File: config.mk
export PLATFORM = sky130hd
export DESIGN_NAME = windowed_peak_kalman_smoother_unit_flat
export DESIGN_NICKNAME = d
export VERILOG_FILES = /design/src/wpks_pkg.sv /design/src/wpks_channels_if.sv /design/src/windowed_peak_kalman_smoother_unit.sv /design/src/wpks_front.sv /design/src/wpks_fifo.sv /design/src/wpks_back.sv /design/src/flat_wrapper.sv
export VERILOG_INCLUDE_DIRS = /design/src /design/src/src
export SDC_FILE = /design/constraint.sdc
export NUM_CORES = 2
export LEC_CHECK = 0
export ABC_CLOCK_PERIOD_IN_PS = 11050
export BUFFER_PORTS_ARGS = -buffer_cell sky130_fd_sc_hd__buf_2
export CORE_MARGIN = 5
export CORE_UTILIZATION = 45
export CTS_BUF_LIST = sky130_fd_sc_hd__clkbuf_2
export DETAILED_ROUTE_END_ITERATION = 10
export GPL_ROUTABILITY_DRIVEN = 0
export PLACE_DENSITY = 0.56
export SLEW_MARGIN = 5
export SYNTH_ARGS = -nofsm -noshare
export SYNTH_HDL_FRONTEND = slang
export SYNTH_SLANG_ARGS = --single-unit
File: constraint.sdc
create_clock -name clk -period 11.05 [get_ports clk]
set_input_delay 1.6575 -clock clk [delete_from_list [all_inputs] [get_ports clk]]
set_output_delay 1.6575 -clock clk [all_outputs]
set_load 0.01 [all_outputs]
File: src/windowed_peak_kalman_smoother_unit_assert.svh
// Assertion macros used by the smoother back part
`ifndef WINDOWED_PEAK_KALMAN_SMOOTHER_UNIT_ASSERT_SVH
`define WINDOWED_PEAK_KALMAN_SMOOTHER_UNIT_ASSERT_SVH

// Same-cycle implication, clocked on clk, off during reset
`define WPKS_ASSERT_IMPL(lbl, ante, cons) \
    lbl: assert property (@(posedge clk) disable iff (!rst_n) (ante) |-> (cons)) \
        else $error("assertion failed: same-cycle implication");

// Next-cycle implication, clocked on clk, off during reset
`define WPKS_ASSERT_NEXT(lbl, ante, cons) \
    lbl: assert property (@(posedge clk) disable iff (!rst_n) (ante) |=> (cons)) \
        else $error("assertion failed: next-cycle implication");

`endif

File: src/wpks_pkg.sv
// Shared types and constants of the windowed peak Kalman smoother
`default_nettype none
package wpks_pkg;
    localparam int CH_BITS       = 4;
    localparam int SMP_BITS      = 12;
    localparam int CFG_IDX_BITS  = 3;
    localparam int CFG_DATA_BITS = 16;
    localparam int CNT_BITS      = 8;
    localparam int NOISE_BITS    = 16;
    localparam int EST_BITS      = 24;
    localparam int COV_BITS      = 24;
    localparam int GAIN_BITS     = 16;
    localparam int DIV_STEPS     = 17;

    localparam logic [CFG_IDX_BITS-1:0] REG_BASE = 3'd0;
    localparam logic [CFG_IDX_BITS-1:0] REG_Q    = 3'd1;
    localparam logic [CFG_IDX_BITS-1:0] REG_R    = 3'd2;
    localparam logic [CFG_IDX_BITS-1:0] REG_WIN  = 3'd3;

    localparam logic [SMP_BITS-1:0]   BASE_RST = 12'd3900;
    localparam logic [NOISE_BITS-1:0] Q_RST    = 16'd26;
    localparam logic [NOISE_BITS-1:0] R_RST    = 16'd1280;
    localparam logic [CNT_BITS-1:0]   WIN_RST  = 8'd10;
    localparam logic [COV_BITS-1:0]   COV_RST  = 24'h010000;

    typedef struct packed {
        logic [SMP_BITS-1:0]   base_offset;
        logic [NOISE_BITS-1:0] process_noise;
        logic [NOISE_BITS-1:0] measure_noise;
        logic [CNT_BITS-1:0]   window_len;
    } cfg_t;

    typedef struct packed {
        logic [CH_BITS-1:0]  channel;
        logic [SMP_BITS-1:0] peak;
        logic [SMP_BITS-1:0] meas;
    } win_item_t;

    typedef struct packed {
        logic full;
        logic empty;
    } fifo_stat_t;
endpackage
`default_nettype wire

File: src/wpks_channels_if.sv
// Request channel interfaces for samples in and window results out
`default_nettype none
interface wpks_in_if import wpks_pkg::*; ();
    logic                valid;
    logic                ready;
    logic [CH_BITS-1:0]  channel;
    logic [SMP_BITS-1:0] sample;
    modport source (output valid, channel, sample, input ready);
    modport sink   (input valid, channel, sample, output ready);
endinterface

interface wpks_out_if import wpks_pkg::*; ();
    logic                valid;
    logic                ready;
    logic [CH_BITS-1:0]  out_channel;
    logic [SMP_BITS-1:0] filtered_value;
    logic [SMP_BITS-1:0] peak_value;
    modport source (output valid, out_channel, filtered_value, peak_value, input ready);
    modport sink   (input valid, out_channel, filtered_value, peak_value, output ready);
endinterface
`default_nettype wire

File: src/windowed_peak_kalman_smoother_unit.sv
// Top level: configuration registers, window front, queue and Kalman back
// The front takes a new sample only after the update of the last one retires;
// the back takes a closed window only after the last result is stored, using
// the 17-step serial gain divider.
// A two-entry queue lets the front run ahead of the back.
// Reset (rst_n low, asynchronous) restores register defaults and clears all
// channel state through valid bits; no clearing pass is needed.
`default_nettype none
module windowed_peak_kalman_smoother_unit import wpks_pkg::*; #(
    parameter int CHANNELS    = 12,
    parameter int SAMPLE_BITS = 12
) (
    input  wire logic                     clk,
    input  wire logic                     rst_n,
    input  wire logic                     cfg_we,
    input  wire logic [CFG_IDX_BITS-1:0]  cfg_index,
    input  wire logic [CFG_DATA_BITS-1:0] cfg_data,
    wpks_in_if.sink                       samples,
    wpks_out_if.source                    results
);
    cfg_t       cfg_reg;
    logic       push;
    logic       pop;
    win_item_t  push_item;
    win_item_t  pop_item;
    fifo_stat_t fstat;

    // Write configuration registers; drop writes to unknown indexes
    always_ff @(posedge clk or negedge rst_n)
    begin
        if (!rst_n)
        begin
            cfg_reg.base_offset   <= BASE_RST;
            cfg_reg.process_noise <= Q_RST;
            cfg_reg.measure_noise <= R_RST;
            cfg_reg.window_len    <= WIN_RST;
        end
        else if (cfg_we)
        begin
            case (cfg_index)
                REG_BASE: cfg_reg.base_offset   <= cfg_data[SMP_BITS-1:0];
                REG_Q:    cfg_reg.process_noise <= cfg_data[NOISE_BITS-1:0];
                REG_R:    cfg_reg.measure_noise <= cfg_data[NOISE_BITS-1:0];
                REG_WIN:  cfg_reg.window_len    <= cfg_data[CNT_BITS-1:0];
                default:  ;
            endcase
        end
    end

    wpks_front #(.CHANNELS(CHANNELS), .SAMPLE_BITS(SAMPLE_BITS)) u_front (
        .clk       (clk),
        .rst_n     (rst_n),
        .samples   (samples),
        .cfg       (cfg_reg),
        .fstat     (fstat),
        .push      (push),
        .push_item (push_item)
    );

    wpks_fifo u_fifo (
        .clk       (clk),
        .rst_n     (rst_n),
        .push      (push),
        .push_item (push_item),
        .pop       (pop),
        .pop_item  (pop_item),
        .fstat     (fstat)
    );

    wpks_back #(.CHANNELS(CHANNELS), .SAMPLE_BITS(SAMPLE_BITS)) u_back (
        .clk      (clk),
        .rst_n    (rst_n),
        .cfg      (cfg_reg),
        .fstat    (fstat),
        .pop      (pop),
        .pop_item (pop_item),
        .results  (results)
    );
endmodule
`default_nettype wire

File: src/wpks_front.sv
// Front part: per-channel window peak and count, queues closed windows
`default_nettype none
module wpks_front import wpks_pkg::*; #(
    parameter int CHANNELS    = 12,
    parameter int SAMPLE_BITS = 12
) (
    input  wire logic   clk,
    input  wire logic   rst_n,
    wpks_in_if.sink     samples,
    input  cfg_t        cfg,
    input  fifo_stat_t  fstat,
    output logic        push,
    output win_item_t   push_item
);
    localparam int IDX_W = (CHANNELS > 1) ? $clog2(CHANNELS) : 1;
    localparam logic [SMP_BITS-1:0] SMASK = SMP_BITS'((32'd1 << SAMPLE_BITS) - 32'd1);

    typedef struct packed {
        logic [CNT_BITS-1:0] count;
        logic [SMP_BITS-1:0] peak;
    } win_t;

    typedef enum logic {F_IDLE, F_UPD} state_t;

    win_t                mem [CHANNELS];
    logic [CHANNELS-1:0] vld_reg;
    win_t                rd_reg;
    logic                rd_vld_reg;
    logic [IDX_W-1:0]    idx_reg;
    logic [CH_BITS-1:0]  ch_reg;
    logic [SMP_BITS-1:0] smp_reg;
    state_t              state_reg;

    logic                accept;
    logic                ch_ok;
    logic [IDX_W-1:0]    idx;
    logic [SMP_BITS-1:0] cur_peak;
    logic [CNT_BITS-1:0] cur_cnt;
    logic [SMP_BITS-1:0] new_peak;
    logic [CNT_BITS-1:0] new_cnt;
    logic                close;
    logic                done;

    // Take a request only when no sample is being updated
    assign samples.ready = (state_reg == F_IDLE);
    assign accept = samples.valid && samples.ready;
    assign ch_ok  = 32'(samples.channel) < CHANNELS;
    assign idx    = IDX_W'(samples.channel);

    // Update the window of the held sample
    always_comb
    begin
        cur_peak = rd_vld_reg ? rd_reg.peak  : '0;
        cur_cnt  = rd_vld_reg ? rd_reg.count : '0;
        new_peak = (smp_reg > cur_peak) ? smp_reg : cur_peak;
        new_cnt  = cur_cnt + 8'd1;
        close    = !(new_cnt < cfg.window_len);
        done     = (state_reg == F_UPD) && (!close || !fstat.full);
        push     = (state_reg == F_UPD) && close && !fstat.full;
        push_item.channel = ch_reg;
        push_item.peak    = new_peak;
        push_item.meas    = (new_peak > cfg.base_offset) ? (new_peak - cfg.base_offset) : '0;
    end

    // Window store: read on accept, write back when the update retires
    always_ff @(posedge clk)
    begin
        if (accept && ch_ok)
        begin
            rd_reg <= mem[idx];
        end
        if (done)
        begin
            mem[idx_reg] <= close ? win_t'('0) : win_t'{count: new_cnt, peak: new_peak};
        end
    end

    // Hold state, valid bits and the captured request
    always_ff @(posedge clk or negedge rst_n)
    begin
        if (!rst_n)
        begin
            state_reg  <= F_IDLE;
            vld_reg    <= '0;
            rd_vld_reg <= 1'b0;
            idx_reg    <= '0;
            ch_reg     <= '0;
            smp_reg    <= '0;
        end
        else
        begin
            case (state_reg)
                F_IDLE:
                begin
                    if (accept && ch_ok)
                    begin
                        rd_vld_reg <= vld_reg[idx];
                        idx_reg    <= idx;
                        ch_reg     <= samples.channel;
                        smp_reg    <= samples.sample & SMASK;
                        state_reg  <= F_UPD;
                    end
                end
                F_UPD:
                begin
                    if (done)
                    begin
                        vld_reg[idx_reg] <= 1'b1;
                        state_reg        <= F_IDLE;
                    end
                end
                default:
                begin
                    state_reg <= F_IDLE;
                end
            endcase
        end
    end
endmodule
`default_nettype wire

File: src/wpks_fifo.sv
// Two-entry queue of closed windows between front and back
`default_nettype none
module wpks_fifo import wpks_pkg::*; (
    input  wire logic       clk,
    input  wire logic       rst_n,
    input  wire logic       push,
    input  win_item_t       push_item,
    input  wire logic       pop,
    output win_item_t       pop_item,
    output fifo_stat_t      fstat
);
    win_item_t  entry_reg [2];
    logic       wr_ptr_reg;
    logic       rd_ptr_reg;
    logic [1:0] count_reg;

    assign pop_item    = entry_reg[rd_ptr_reg];
    assign fstat.full  = (count_reg == 2'd2);
    assign fstat.empty = (count_reg == 2'd0);

    // Store the pushed window
    always_ff @(posedge clk)
    begin
        if (push)
        begin
            entry_reg[wr_ptr_reg] <= push_item;
        end
    end

    // Advance pointers and fill count
    always_ff @(posedge clk or negedge rst_n)
    begin
        if (!rst_n)
        begin
            wr_ptr_reg <= 1'b0;
            rd_ptr_reg <= 1'b0;
            count_reg  <= 2'd0;
        end
        else
        begin
            if (push)
            begin
                wr_ptr_reg <= ~wr_ptr_reg;
            end
            if (pop)
            begin
                rd_ptr_reg <= ~rd_ptr_reg;
            end
            count_reg <= count_reg + 2'(push) - 2'(pop);
        end
    end
endmodule
`default_nettype wire

File: src/wpks_back.sv
// Back part: per-channel scalar Kalman update with a serial gain divider
`default_nettype none
`include "windowed_peak_kalman_smoother_unit_assert.svh"
module wpks_back import wpks_pkg::*; #(
    parameter int CHANNELS    = 12,
    parameter int SAMPLE_BITS = 12
) (
    input  wire logic   clk,
    input  wire logic   rst_n,
    input  cfg_t        cfg,
    input  fifo_stat_t  fstat,
    output logic        pop,
    input  win_item_t   pop_item,
    wpks_out_if.source  results
);
    localparam int IDX_W = (CHANNELS > 1) ? $clog2(CHANNELS) : 1;
    localparam logic [16:0] SAT_MAX = 17'((32'd1 << SAMPLE_BITS) - 32'd1);

    typedef enum logic [2:0] {B_IDLE, B_LOAD, B_DIV, B_MULX, B_MULP, B_UPD} state_t;

    logic [EST_BITS-1:0] x_mem [CHANNELS];
    logic [COV_BITS-1:0] p_mem [CHANNELS];
    logic [CHANNELS-1:0] vld_reg;
    logic [EST_BITS-1:0] x_rd_reg;
    logic [COV_BITS-1:0] p_rd_reg;
    logic                rd_vld_reg;
    win_item_t           item_reg;
    logic [IDX_W-1:0]    idx_reg;
    state_t              state_reg;

    logic [EST_BITS-1:0] x_reg;
    logic [COV_BITS-1:0] p1_reg;
    logic [24:0]         d_reg;
    logic [24:0]         rem_reg;
    logic                lsb_reg;
    logic [16:0]         q_reg;
    logic [4:0]          cnt_reg;
    logic [GAIN_BITS-1:0] k_reg;
    logic                up_reg;
    logic [39:0]         prodx_reg;
    logic [40:0]         prodp_reg;
    logic [EST_BITS-1:0] x_new_reg;

    logic                out_valid_reg;
    logic [CH_BITS-1:0]  out_ch_reg;
    logic [SMP_BITS-1:0] out_filt_reg;
    logic [SMP_BITS-1:0] out_peak_reg;

    logic [EST_BITS-1:0] x0;
    logic [COV_BITS-1:0] p0;
    logic [24:0]         p1_sum;
    logic [COV_BITS-1:0] p1;
    logic [24:0]         d;
    logic [25:0]         t;
    logic                ge;
    logic [GAIN_BITS-1:0] k;
    logic [EST_BITS-1:0] m;
    logic [EST_BITS-1:0] mag;
    logic [COV_BITS-1:0] p_new;
    logic [12:0]         rnd;
    logic [SMP_BITS-1:0] filt;
    logic                upd_go;

    assign pop    = (state_reg == B_IDLE) && !fstat.empty;
    assign upd_go = (state_reg == B_UPD) && (!out_valid_reg || results.ready);

    assign results.valid          = out_valid_reg;
    assign results.out_channel    = out_ch_reg;
    assign results.filtered_value = out_filt_reg;
    assign results.peak_value     = out_peak_reg;

    // Predict covariance, form gain divisor, one divider step, update terms
    always_comb
    begin
        x0     = rd_vld_reg ? x_rd_reg : '0;
        p0     = rd_vld_reg ? p_rd_reg : COV_RST;
        p1_sum = {1'b0, p0} + {1'b0, cfg.process_noise, 8'd0};
        p1     = p1_sum[24] ? {COV_BITS{1'b1}} : p1_sum[COV_BITS-1:0];
        d      = {1'b0, p1} + {1'b0, cfg.measure_noise, 8'd0};
        t      = {rem_reg, (cnt_reg == 5'd0) ? lsb_reg : 1'b0};
        ge     = t >= {1'b0, d_reg};
        if (d_reg == '0)
        begin
            k = '0;
        end
        else if (q_reg[16])
        begin
            k = {GAIN_BITS{1'b1}};
        end
        else
        begin
            k = q_reg[GAIN_BITS-1:0];
        end
        m     = {item_reg.meas, 12'd0};
        mag   = (m >= x_reg) ? (m - x_reg) : (x_reg - m);
        p_new = prodp_reg[39:16];
        rnd   = 13'(({1'b0, x_new_reg} + 25'd2048) >> 12);
        filt  = ({4'd0, rnd} > SAT_MAX) ? SAT_MAX[SMP_BITS-1:0] : rnd[SMP_BITS-1:0];
    end

    // Channel state store: read on pop, write when the update retires
    always_ff @(posedge clk)
    begin
        if (pop)
        begin
            x_rd_reg <= x_mem[IDX_W'(pop_item.channel)];
            p_rd_reg <= p_mem[IDX_W'(pop_item.channel)];
        end
        if (upd_go)
        begin
            x_mem[idx_reg] <= x_new_reg;
            p_mem[idx_reg] <= p_new;
        end
    end

    // Hold state, datapath registers and the result register
    always_ff @(posedge clk or negedge rst_n)
    begin
        if (!rst_n)
        begin
            state_reg     <= B_IDLE;
            vld_reg       <= '0;
            rd_vld_reg    <= 1'b0;
            out_valid_reg <= 1'b0;
            cnt_reg       <= '0;
        end
        else
        begin
            // Drop the result once taken, unless a new one replaces it
            if (results.valid && results.ready && !upd_go)
            begin
                out_valid_reg <= 1'b0;
            end
            case (state_reg)
                B_IDLE:
                begin
                    if (pop)
                    begin
                        item_reg   <= pop_item;
                        idx_reg    <= IDX_W'(pop_item.channel);
                        rd_vld_reg <= vld_reg[IDX_W'(pop_item.channel)];
                        state_reg  <= B_LOAD;
                    end
                end
                B_LOAD:
                begin
                    x_reg     <= x0;
                    p1_reg    <= p1;
                    d_reg     <= d;
                    rem_reg   <= {2'b0, p1[COV_BITS-1:1]};
                    lsb_reg   <= p1[0];
                    q_reg     <= '0;
                    cnt_reg   <= '0;
                    state_reg <= B_DIV;
                end
                B_DIV:
                begin
                    rem_reg <= ge ? 25'(t - {1'b0, d_reg}) : t[24:0];
                    q_reg   <= {q_reg[15:0], ge};
                    cnt_reg <= cnt_reg + 5'd1;
                    if (cnt_reg == 5'(DIV_STEPS - 1))
                    begin
                        state_reg <= B_MULX;
                    end
                end
                B_MULX:
                begin
                    k_reg     <= k;
                    up_reg    <= (m >= x_reg);
                    prodx_reg <= 40'(k) * 40'(mag);
                    state_reg <= B_MULP;
                end
                B_MULP:
                begin
                    prodp_reg <= 41'(17'h10000 - {1'b0, k_reg}) * 41'(p1_reg);
                    x_new_reg <= up_reg ? (x_reg + prodx_reg[39:16])
                                        : (x_reg - prodx_reg[39:16]);
                    state_reg <= B_UPD;
                end
                B_UPD:
                begin
                    if (upd_go)
                    begin
                        vld_reg[idx_reg] <= 1'b1;
                        out_valid_reg    <= 1'b1;
                        out_ch_reg       <= item_reg.channel;
                        out_filt_reg     <= filt;
                        out_peak_reg     <= item_reg.peak;
                        state_reg        <= B_IDLE;
                    end
                end
                default:
                begin
                    state_reg <= B_IDLE;
                end
            endcase
        end
    end

    `WPKS_ASSERT_IMPL(a_div_count, state_reg == B_DIV, cnt_reg <= 5'(DIV_STEPS - 1))
    `WPKS_ASSERT_NEXT(a_load_to_div, state_reg == B_LOAD, state_reg == B_DIV)
    `WPKS_ASSERT_NEXT(a_pop_to_load, pop, state_reg == B_LOAD)
    `WPKS_ASSERT_NEXT(a_upd_sets_out, upd_go, out_valid_reg)
endmodule
`default_nettype wire

File: src/flat_wrapper.sv
// flat-port wrapper written by rule: the top's interface ports become plain ports
module windowed_peak_kalman_smoother_unit_flat import wpks_pkg::*;
#(
    parameter int CHANNELS    = 12,
    parameter int SAMPLE_BITS = 12
)
  (clk, rst_n, cfg_we, cfg_index, cfg_data, samples_valid, samples_channel, samples_sample, samples_ready, results_valid, results_out_channel, results_filtered_value, results_peak_value, results_ready);
  wpks_in_if samples_i ();
  wpks_out_if results_i ();
  input  wire logic clk;
  input  wire logic rst_n;
  input  wire logic cfg_we;
  input  wire logic [CFG_IDX_BITS-1:0] cfg_index;
  input  wire logic [CFG_DATA_BITS-1:0] cfg_data;
  input wire logic [$bits(samples_i.valid)-1:0] samples_valid;
  input wire logic [$bits(samples_i.channel)-1:0] samples_channel;
  input wire logic [$bits(samples_i.sample)-1:0] samples_sample;
  output wire logic [$bits(samples_i.ready)-1:0] samples_ready;
  output wire logic [$bits(results_i.valid)-1:0] results_valid;
  output wire logic [$bits(results_i.out_channel)-1:0] results_out_channel;
  output wire logic [$bits(results_i.filtered_value)-1:0] results_filtered_value;
  output wire logic [$bits(results_i.peak_value)-1:0] results_peak_value;
  input wire logic [$bits(results_i.ready)-1:0] results_ready;
  assign samples_i.valid = samples_valid;
  assign samples_i.channel = samples_channel;
  assign samples_i.sample = samples_sample;
  assign samples_ready = samples_i.ready;
  assign results_valid = results_i.valid;
  assign results_out_channel = results_i.out_channel;
  assign results_filtered_value = results_i.filtered_value;
  assign results_peak_value = results_i.peak_value;
  assign results_i.ready = results_ready;
  windowed_peak_kalman_smoother_unit #(.CHANNELS(CHANNELS), .SAMPLE_BITS(SAMPLE_BITS)) u_core (.clk(clk), .rst_n(rst_n), .cfg_we(cfg_we), .cfg_index(cfg_index), .cfg_data(cfg_data), .samples(samples_i), .results(results_i));
endmodule
==> results.py <==
metrics = {
    "outcome": {
        "status": "finished, final reports clean",
    },
    "critical_path": {
        "startpoint_type": "flip-flop",
        "crit_path_end_kind": "flip-flop",
        "path_common_cell": "fa_1",
        "cp_slowest_stage_delay_ps": 840,
        "crit_fanout": 22,
        "r2r_slack_ps": 1260,
        "slowest_stage": "xnor2_1",
        "crit_required_ps": 12470,
        "arrival_ps": 11210,
        "crit_type": "reg2reg",
    },
    "synth": {
        "synth_nets": 8070,
        "async_reset_ff_frac": 0.0831,
        "synth_area_leader_cell": "edfxtp_1",
        "syn_avg_cell_area_um2": 11.4,
        "ys_ff_latch": 1300,
        "ys.flop_type": "edfxtp_1",
        "synth_cell_type_count": 86,
        "yosysMostFrequentCell": "nand2_1",
        "synth_edf_count": 1192,
        "synthTopCellsByArea": "edfxtp_1 (45%), fa_1 (16%), nand2_1 (5.9%)",
        "yosys_warnings": 0,
        "syn_area_um2": 80100,
        "seq_area_frac_synth": 0.481,
        "synth_cells": 7017,
        "yosysTopAreaCellShare": 0.447,
        "ys_top_cells_by_count": "nand2_1 (1252), edfxtp_1 (1192), inv_1 (882), fa_1 (638), nand3_1 (426)",
    },
    "timing": {
        "min_period_ps": 9790,
        "rsz0062_at_grt": "no",
        "max_freq_mhz": 102,
        "worst_clock_skew_ps": 308,
        "fin_crit_sh": 0.886,
        "tns_ps": 0,
        "finalHoldViolations": 0,
        "slew_viol_final": 0,
        "relSlewSlack": 0.182,
        "finalSetupViolCount": 0,
        "worstMarginPinSlew_ps": 1210,
    },
    "clock_network": {
        "cts_tree": "done",
        "numClockSinks": 1300,
        "h-tree-depth": 5,
        "cts-root-buf": "clkbuf_2",
        "clockBufferDepth": 4,
        "ctsResizeCount": 0,
        "cts_made_buffers": 351,
        "clkTransAtPathRegs_ps": 100,
        "clock_latency_ps": 1780,
    },
    "floorplan": {
        "die_h_um": 432,
        "initial_core_util": 0.454,
        "rows": 154,
        "core_um2": 177000,
        "die-area_um2": 187000,
        "die_w_um": 432,
        "ios": 70,
    },
    "route": {
        "drtIter0Drc": 4086,
        "remaining_drc_errors": 0,
        "ant_nets": 0,
        "vias": 52900,
        "wl_per_cell_um": 21.6,
        "via_per_inst": 5.36,
        "drt_first_pass_iters": 6,
        "drt-total-wl_um": 213000,
    },
    "cells_and_area": {
        "top_regs": "u_core.u_back.p_mem: 288 flops, u_core.u_back.x_mem: 288 flops, u_core.u_front.mem: 240 flops",
        "nets": 8348,
        "nFillCells": 16100,
        "stdcell_area_um2": 86800,
        "areaGrowthSynthToFinish_pct": 8.30,
        "drive_gt1_frac": 0.131,
    },
    "global_route": {
        "gr-total-overflow": 0,
        "antenna_found_initial": 11,
        "grt_max_degree": 82,
        "grt_usage": 0.231,
        "grt_first_pass_wirelength_um": 330000,
        "grt_pass1_vias": 54800,
    },
    "place": {
        "portBuffers": 69,
        "dp_hpwl_um": 142000,
        "placed_area_um2": 83800,
    },
    "min_path": {
        "hp-class": "in2reg",
    },
    "job": {
        "cap_violations": 0,
    },
}
-- metal layers --
layer | vias to the layer above | part of all wire | GRT usage
met5 | - | 0.000052 | 0
met1 | 26700 | 0.45 | 0.328
met4 | 2 | 0.025 | 0.0652
li1 | 24200 | - | -
met3 | 318 | 0.060 | 0.0418
met2 | 1608 | 0.46 | 0.366
-- cells in the final DEF, fill, tap and decap left out, types with 13 or more instances in the layout --
| cell type | count |
|---|---|
| nand4_1 | 27 |
| or2_2 | 20 |
| a21oi_1 | 197 |
| edfxtp_1 | 1192 |
| o21ai_0 | 135 |
| dfstp_2 | 15 |
| mux4_2 | 64 |
| clkinv_1 | 54 |
| inv_1 | 880 |
| nor2b_1 | 42 |
| nor2_1 | 288 |
| o21a_1 | 28 |
| nor3_1 | 43 |
| buf_2 | 67 |
| o21bai_1 | 28 |
| fa_1 | 638 |
| and3_1 | 35 |
| o21ai_1 | 13 |
| xnor2_1 | 107 |
| clkinv_2 | 13 |
| clkbuf_2 | 503 |
| xor2_1 | 84 |
| or3_1 | 15 |
| a21o_1 | 79 |
| nand2_1 | 1252 |
| diode_2 | 13 |
| nand3_1 | 426 |
| and2_1 | 245 |
| dfrtp_1 | 93 |
| ha_1 | 375 |
| mux2i_1 | 44 |
| buf_4 | 143 |
| nand2b_1 | 31 |
| nor4_1 | 15 |
| mux2_2 | 71 |
| a31oi_1 | 71 |
| nor2_4 | 18 |
-- cell families (layout without fill, tap and decap cells) --
| kind of cell | after synthesis | after routing | synth area share |
|---|---|---|---|
| DFF | 1300 | 1300 | 0.481 |
| xor gates and xnor gates | 207 | 207 | 0.0231 |
| adders and majority gates | 1013 | 1013 | 0.218 |
| and+or+nand+nor | 2494 | 2494 | 0.140 |
| other | 0 | 13 | 0 |
| muxes | 183 | 183 | 0.0340 |
| AOI/OAI and AO/OA | 637 | 637 | 0.0489 |
| buffers and inverters | 1183 | 1681 | 0.0558 |
-- cell type report --
class	count	area, µm²	share of cell area
well taps	2340	2930	0.0337
repair buffers	215	1460	0.0168
inverters	893	3360	0.0387
flip-flops and latches	1300	38500	0.444
multi-input cells	4534	37600	0.433
diodes	13	32.5	0.000375
clock inverters	70	418	0.00481
clock buffers	503	2520	0.0290
-- worst paths after layout --
path	endpoint	startpoint	depth (start not counted)
worst max-delay path	u_core.u_back.prodx_reg[38]	u_core.u_back.x_reg[1]	31
worst min-delay path	u_core.u_front.smp_reg[9]	samples_sample[9]	3
worst max register to register	u_core.u_back.prodx_reg[38]	u_core.u_back.x_reg[1]	31
worst min register to register	u_core.u_back.results.peak_value[9]	u_core.u_back.item_reg[21]	0
max in group asynchronous	u_core.cfg_reg[12]	rst_n	3
min in group asynchronous	u_core.u_front.smp_reg[6]	rst_n	2
-- critical path, delay by kind of cell (launching register included) --
| kind | cells | cell delay, ps |
|---|---|---|
| compound gates | 11 | 2800 |
| xor+xnor | 1 | 840 |
| fa+ha+maj | 8 | 3450 |
| buf+inv | 5 | 520 |
| flops | 1 | 500 |
| simple gates | 6 | 1380 |
-- metrics by stage --
step / instances / util / setup slack [ps] / hold slack (ps)
floorplan: 7017 / - / 2270 / 400
global placement: 9277 / 0.474 / 1390 / 411
detailed placement: 9277 / 0.474 / 1320 / 408
CTS: 9855 / 0.491 / 1260 / 48.2
global route: 9862 / 0.491 / 669 / 85.0
finish: 9868 / 0.491 / 1260 / 266
-- timing repair --
item | CTS | global route
endpoints found under the hold margin | 30 | 0
hold buffers | 5 | 0
setup buffers | 0 | 0
Power is left out: the tool's default activity adds up to more than one toggle a clock period on the data nets, which glitch-free logic cannot reach.
